`src/design/tts_ram.sv`:
```
// Generic single-write, single-read RAM with registered read data.
module tts_ram #(
	parameter int WIDTH = 8,
	parameter int DEPTH = 16
) (
	input  logic                     clk,
	input  logic                     we,
	input  logic [$clog2(DEPTH)-1:0] waddr,
	input  logic [WIDTH-1:0]         wdata,
	input  logic [$clog2(DEPTH)-1:0] raddr,
	output logic [WIDTH-1:0]         rdata
);

	logic [WIDTH-1:0] mem [DEPTH];

	// A read of the address written in the same cycle returns the new data.
	always_ff @(posedge clk) begin
		if (we) begin
			mem[waddr] <= wdata;
		end
		if (we && waddr == raddr) begin
			rdata <= wdata;
		end else begin
			rdata <= mem[raddr];
		end
	end

endmodule

```
`config.mk`:
```
export PLATFORM = sky130hd
export DESIGN_NAME = tts_ram
export DESIGN_NICKNAME = d
export VERILOG_FILES = /design/src/design/tts_ram.sv
export SDC_FILE = /design/constraint.sdc
export NUM_CORES = 1
export LEC_CHECK = 0
export ABC_AREA = 0
export CAP_MARGIN = 20
export CELL_PAD_IN_SITES_DETAIL_PLACEMENT = 0
export CELL_PAD_IN_SITES_GLOBAL_PLACEMENT = 1
export CORE_MARGIN = 3
export CORE_UTILIZATION = 45
export DETAILED_ROUTE_END_ITERATION = 8
export DONT_BUFFER_PORTS = 1
export HOLD_SLACK_MARGIN = 0.03
export PLACE_DENSITY = 0.68
export REMOVE_ABC_BUFFERS = 1
export SLEW_MARGIN = 20
export SYNTH_ARGS = -nofsm -noshare
export SYNTH_HDL_FRONTEND = slang
export SYNTH_SLANG_ARGS = --single-unit
```
`constraint.sdc`:
```
create_clock -name clk -period 2.4 [get_ports clk]
set_clock_uncertainty 0.1 [all_clocks]
set_input_delay 0.48 -clock clk [delete_from_list [all_inputs] [get_ports clk]]
set_output_delay 0.48 -clock clk [all_outputs]
set_load 0.005 [all_outputs]
```
-- Word-level counts from Yosys, hierarchy flattened
Memories as Yosys holds them, arrays and structs flattened. A register that Yosys moved wholly into a read port is not among the register bits.
Index checks and enable logic that the tools add are counted.
- bits of input ports: 18
- memories kept: 1
- bits in read-only memories: 0
- memory bits (writable): 128
- output and inout port bits: 8
- bits in latches: 0
- logic and storage cells: 3
- register bits after elaboration: 0
- bitwise logic cells: 0
- $mul: 0
- divide/modulo/power cells: 0
- reduce and logical (&&, ||, !) cells: 0
- multiplexer cells: 2
- equality and inequality tests: 0
- shifts and indexed selects: 0
- order comparisons: 0
- add/subtract/negate cells: 0
- memory list (memory ; depth ; bits a word ; rd ports ; clocked after Yosys merged registers in ; wr ports ; RTL line ; RTL):
    mem ; 16 ; 8 ; 1 ; 1 ; 1 ; 14 ; logic [WIDTH-1:0] mem [DEPTH];
- operator list (cell ; number):
    1-bit two-way mux ; 2

-- Longest topological paths before layout
Gate-level depths: netlist (run 1).
- depth in word-level cells: 2
- gate-level depth with buffers: 5
- mapped depth without buffers: 3

-- Worst setup path before layout (run 1)
OpenSTA, ideal clock, no wires.
- path type: input-to-reg
- start: input port waddr[2]
- end: memory mem[0][0] (enable)
- path slack: 0.327 ns
- arrival time: 1.590 ns
- buffers on the path: 0
- cell stages on the path: 2
- data required time: 1.917 ns
- setup time: 0.383 ns
- cells stage by stage: or3b_2 > nor3_1
- RTL lines (element ; RTL line ; RTL):
    from (decl) ; 8 ; input logic [$clog2(DEPTH)-1:0] waddr,
    to (decl) ; 14 ;
No word-level cell before the write port.

==> flow_summary.ini, run 1 <==
[routing]
wire_per_inst_um = 26.15
post-route-drc-count = 0
routed-via-count = 2382
avgViaCountPerCell = 5.740
drt_pass_1_iters = 4
final_antenna_net_count = 0
detail_route.iter0.violations = 330
routed_wire_length_mm = 10.85

[logic_synthesis]
mappedNetlistArea_um2 = 5067
yosys.area_share.adder_pct = 0
synth.yosys.seq_area_share_pct = 77.43
synth.yosys.warnings = 0
postSynthRegisterBits = 132
synth-compound-area-share_pct = 2.370
main_combinational_cell_family_by_area_after_synthesis = multiplexers
avgSynthCellArea_um2 = 22.52
synth_cell_type_count = 19
xor_and_xnor_fraction_of_the_mapped_netlist_area_pct = 0
multiplexer_fraction_of_the_synthesized_cell_area_pct = 15.26
synth_largest_type_area_fraction_pct = 75.85
synth_cells = 225
synthSimpleGateAreaFrac_pct = 3.235
netlist.top_cell.by_area = sky130_fd_sc_hd__edfxtp_1
synth.area.top_cells = sky130_fd_sc_hd__edfxtp_1 76%, sky130_fd_sc_hd__mux4_2 8.0%, sky130_fd_sc_hd__mux4_1 7.3%

[die]
boundaryPins = 26
design.die.area_um2 = 12570
initial_core_utilization_pct = 46.34
fp-row-count = 38
std_cell_core_area_um2 = 10940
width_of_the_die_um = 112.1
die-height_um = 112.1

[finish]
layout.cells.non_filler = 415
layout_common_cells = 128 x sky130_fd_sc_hd__edfxtp_1, 28 x sky130_fd_sc_hd__mux4_2, 18 x sky130_fd_sc_hd__buf_4
layout.cells.most_common = sky130_fd_sc_hd__edfxtp_1
registers_with_the_most_flip_flops = mem (128)
antenna_cells_inserted = 0
largest_register_ffs = 128
nNetsFinal = 280
regMostFlops = mem
area_growth_pct = 19.38
post_route_cells_drive_above_1_share_pct = 37.09

[timing]
slew_viol_final = 0
sum_neg_setup_slack_ns = -0.1907
final_period_minus_worst_setup_slack_ns = 2.453
postLayoutSetupSlackWorst_ns = -0.05331
finalHoldViolCount = 0
maximum_operating_frequency_ghz = 0.4076
report.final.setup_viol = 6
grt_setup_unrepaired = true
fin_worst_hold_slack_ns = 0.06390
layout_worst_path_cycle_share_pct = 102.2
timing.max_slew.rel_slack_pct = 58.05
worst_slew_pin_slew_ns = 0.6264

[power_and_ir_drop]
sw_frac_of_total_pct = 20.91
p_int_uw = 4127
share_clk_of_total_power_pct = 45.9
power.ir.vdd_worst_mv = 0.5860
power_density_nw_per_um2 = 862.5
total_leakage_power_uw = 0.001968
finalPower_uw = 5218
switchingPower_uw = 1091
seqPwrFrac_pct = 49.7
comb_power_share_pct = 4.4

[cts]
clk_pin_slew_worst_paths_ns = 0.06
cts-buffers-inserted = 17
clock_path_buffers = 2
clock_tree.root_cell = sky130_fd_sc_hd__clkbuf_16
htreeDepth = 4
numClockSinks = 132
tritoncts_clock_tree = built

[worst_hold_path]
holdCritPathClass = input port to register
holdPathStages = 0

[global_route]
grt_overflow = 0
grt_util_all_layers_pct = 18.56
grt_pass1_vias = 2449
grt_first_pass_wirelength_mm = 16.53
grt_max_degree = 33
antenna_found_initial = 0

[run_status]
violations = negative setup slack
outcome = finished, violations left

[critical_path]
cp.arrival_ns = 1.87
cp-end-kind = primary output
timing_worst_setup_path_type = register to primary output
crit_path_start_kind = register
worstPathMaxFanout = 8
cp_data_required_time_ns = 1.82

[place]
port_buffers = 0
gp_congestion = 0.7341
hpwlAfterDp_mm = 6.340
dp.cells = 375

[flow_run]
timing.max_cap.violations = 0
critical path: stages (launching register included):
cell	delay (ns)
sky130_fd_sc_hd__dfxtp_4	0.39
sky130_fd_sc_hd__buf_12	0.12
sky130_fd_sc_hd__buf_12	0.14
sky130_fd_sc_hd__mux4_2	0.53
sky130_fd_sc_hd__a22oi_2	0.19
sky130_fd_sc_hd__nand2_1	0.10
layer usage:
layer | GRT usage (%) | wire length, um | vias to the layer above
met2 | 27.89 | 5262 | 95
met3 | 5.337 | 804 | 12
met5 | 0 | 0 | -
met4 | 5.048 | 104 | 0
li1 | - | - | 1032
met1 | 27.04 | 4679 | 1243
logic make-up after synthesis:
group / count (synthesis)
muxes: 32
and+or+nand+nor: 35
AOI/OAI and AO/OA: 16
buffers and inverters: 10
DFF: 132
through the flow:
step	cell area (um^2)	worst slack (ns)	util (%)
final	6050	-0.05331	55.32
after floorplan	4981	-0.4148	-
after global placement	5345	0.3350	48.88
after detailed placement	5345	0.3173	48.88
after CTS	6047	-0.07870	55.30
after global routing	6050	-0.1211	55.32
what timing repair did:
item / CTS / global route
resized for setup: 18 / 13
pin swaps: 13 / 5
cloned: 2 / 0
buffers inserted: 3 / 0
hold buffers: 4 / 0
endpoints found under the setup margin: 8 / 8
hold endpoints to repair: 4 / 0
power groups by stage:
stage                     clock network (uW)  registers, uW  logic, uW
after detailed placement                   0           2640        192
after CTS                               2430           2590        228
after global placement                     0           2640        191
final                                   2400           2590        230
after floorplan                            0           2650        110
after global routing                    2540           2600        246
final cells by class:
type	instances	area [um^2]
fill	820	4886
multi-input combinational	83	1092
clock buffer	18	429.2
clock inverter	14	131.4
timing repair buffer	28	294.0
tap	140	175.2
sequential	132	3928
path summary, 6_finish.rpt:
| kind | from | to | slack (ns) |
|---|---|---|---|
| max | register | rdata[0] | -0.05 |
| min | wdata[5] | mem[14][5]$_DFFE_PP_ | 0.06 |
cell usage after synthesis:
cell type                         instances
sky130_fd_sc_hd__edfxtp_1               128
sky130_fd_sc_hd__mux4_2                  18
sky130_fd_sc_hd__a22oi_1                 16
sky130_fd_sc_hd__mux4_1                  14
sky130_fd_sc_hd__nor2_1                  13
sky130_fd_sc_hd__nand2_1                  9
sky130_fd_sc_hd__dfxtp_1                  4
sky130_fd_sc_hd__nor3_1                   4
sky130_fd_sc_hd__buf_2                    3
sky130_fd_sc_hd__buf_6                    3
sky130_fd_sc_hd__clkdlybuf4s25_2          3
sky130_fd_sc_hd__nand2b_1                 2
sky130_fd_sc_hd__nand3b_1                 2
sky130_fd_sc_hd__and2_1                   1
sky130_fd_sc_hd__and2b_1                  1
sky130_fd_sc_hd__buf_4                    1
sky130_fd_sc_hd__nand3_1                  1
sky130_fd_sc_hd__nor2b_1                  1
sky130_fd_sc_hd__or3b_2                   1
(Power assumes the default switching activity.)
==> run 2: changes to the inputs <==
REMOVE_ABC_BUFFERS = default   (was 1)
==> flow_summary.ini, run 2 (synthesized netlist as in run 1, its figures left out) <==
[worst_hold_path]
holdCritPathClass = input port to register

[place]
gp_congestion = 0.6830
placement_setup_slack_ns = 0.2175
placedInstanceArea_um2 = 5353
port_buffers = 0
hpwlAfterDp_mm = 5.957

[flow_run]
timing.max_cap.violations = 0

[power_and_ir_drop]
comb_power_share_pct = 4.5
p_int_uw = 4256
seqPwrFrac_pct = 48.7
total_leakage_power_uw = 0.002016
power.ir.vdd_worst_mv = 0.5926
sw_frac_of_total_pct = 19.98
switchingPower_uw = 1063
share_clk_of_total_power_pct = 46.8
power_density_nw_per_um2 = 865.5

[finish]
regMostFlops = mem
layout_common_cells = 128 x sky130_fd_sc_hd__edfxtp_1, 24 x sky130_fd_sc_hd__mux4_2, 19 x sky130_fd_sc_hd__buf_4
largest_register_ffs = 128
antenna_cells_inserted = 0
layout.cells.most_common = sky130_fd_sc_hd__edfxtp_1
final_cell_area_um2 = 6146
nNetsFinal = 284
post_route_cells_drive_above_1_share_pct = 35.13
area_growth_pct = 21.28
registers_with_the_most_flip_flops = mem (128)

[routing]
drt_pass_1_iters = 4
detail_route.iter0.violations = 182
wire_per_inst_um = 24.57
final_antenna_net_count = 0
post-route-drc-count = 0
avgViaCountPerCell = 5.706
routed-via-count = 2391
routed_wire_length_mm = 10.30

[die]
design.die.area_um2 = 12570
initial_core_utilization_pct = 46.34
std_cell_core_area_um2 = 10940
boundaryPins = 26
width_of_the_die_um = 112.1
fp-row-count = 38
die-height_um = 112.1

[timing]
grt_setup_unrepaired = true
report.final.setup_viol = 8
slew_viol_final = 0
finalHoldViolCount = 0
layout_worst_path_cycle_share_pct = 103.8
worst_slew_pin_slew_ns = 0.5178
postLayoutSetupSlackWorst_ns = -0.09027
maximum_operating_frequency_ghz = 0.4016
timing.max_slew.rel_slack_pct = 65.48
final_period_minus_worst_setup_slack_ns = 2.490

[critical_path]
worstPathMaxFanout = 3
timing_worst_setup_path_type = register to primary output
cp.arrival_ns = 1.91
cp-end-kind = primary output
crit_path_start_kind = register
cp_data_required_time_ns = 1.82

[global_route]
antenna_found_initial = 0
grt_pass1_vias = 2502
grt_first_pass_wirelength_mm = 15.60
grt_max_degree = 33
grt_overflow = 0
grt_util_all_layers_pct = 17.60

[cts]
clock_path_buffers = 2
tritoncts_clock_tree = built
htreeDepth = 4
clock_tree.root_cell = sky130_fd_sc_hd__clkbuf_16
clk_pin_slew_worst_paths_ns = 0.06
numClockSinks = 132
cts-buffers-inserted = 17

[logic_synthesis]
synth_fp_nets = 243

[run_status]
outcome = finished, violations left
violations = negative setup slack
-- run 2: area by class of cell --
class / count / area (um^2)
flip-flops and latches: 132 / 3928
fillers: 811 / 4790
well taps: 140 / 175.2
multi-input cells: 83 / 1102
clock buffers: 20 / 446.7
repair buffers: 32 / 362.8
clock inverters: 12 / 131.4
-- run 2: power groups by stage --
stage | combinational (uW) | clock [uW] | sequential (uW)
2_1_floorplan | 139 | 0 | 2630
3_3_place_gp | 191 | 0 | 2640
3_5_place_dp | 192 | 0 | 2640
4_1_cts | 237 | 2520 | 2590
5_1_grt | 258 | 2620 | 2590
6_report | 240 | 2490 | 2590
-- run 2: per-stage QoR --
stage	hold slack (ns)	setup TNS [ns]	util (%)	power, uW	instances
floorplan	0.4077	0	-	2772	225
finish	0.05684	-0.5046	56.20	5319	419
global route	0.03987	-1.077	56.20	5472	419
global placement	0.4078	0	48.95	2827	376
detailed placement	0.4078	0	48.95	2830	376
CTS	0.04581	-0.7849	56.09	5347	419
-- run 2: timing repair --
item                                    4_1_cts  5_1_grt
endpoints found under the hold margin         4        0
pin swaps                                    13        9
hold buffers                                  4        0
gates cloned                                  1        0
buffers inserted                              6        1
gates resized for setup                      18       11
endpoints found under the setup margin        8        8
-- run 2: worst paths after layout --
check	start	end	slack, ns	depth (start not counted)
max	register	rdata[4]	-0.09	6
min	wdata[6]	mem[11][6]$_DFFE_PP_	0.06	0
-- run 2: critical path: stages, from the launching register on --
cell                      delay [ns]
sky130_fd_sc_hd__dfxtp_4        0.38
sky130_fd_sc_hd__buf_12         0.12
sky130_fd_sc_hd__buf_12         0.11
sky130_fd_sc_hd__buf_12         0.10
sky130_fd_sc_hd__mux4_2         0.50
sky130_fd_sc_hd__a22oi_1        0.15
sky130_fd_sc_hd__nand2_1        0.13
-- run 2: routing by layer --
metal  up-vias  GRT usage [%]  wire [um]
li1       1039              -          -
met1      1266          23.95       4427
met2        74          26.50       5008
met3        12          5.714        684
met4         0          7.292        175
met5         -              0          0
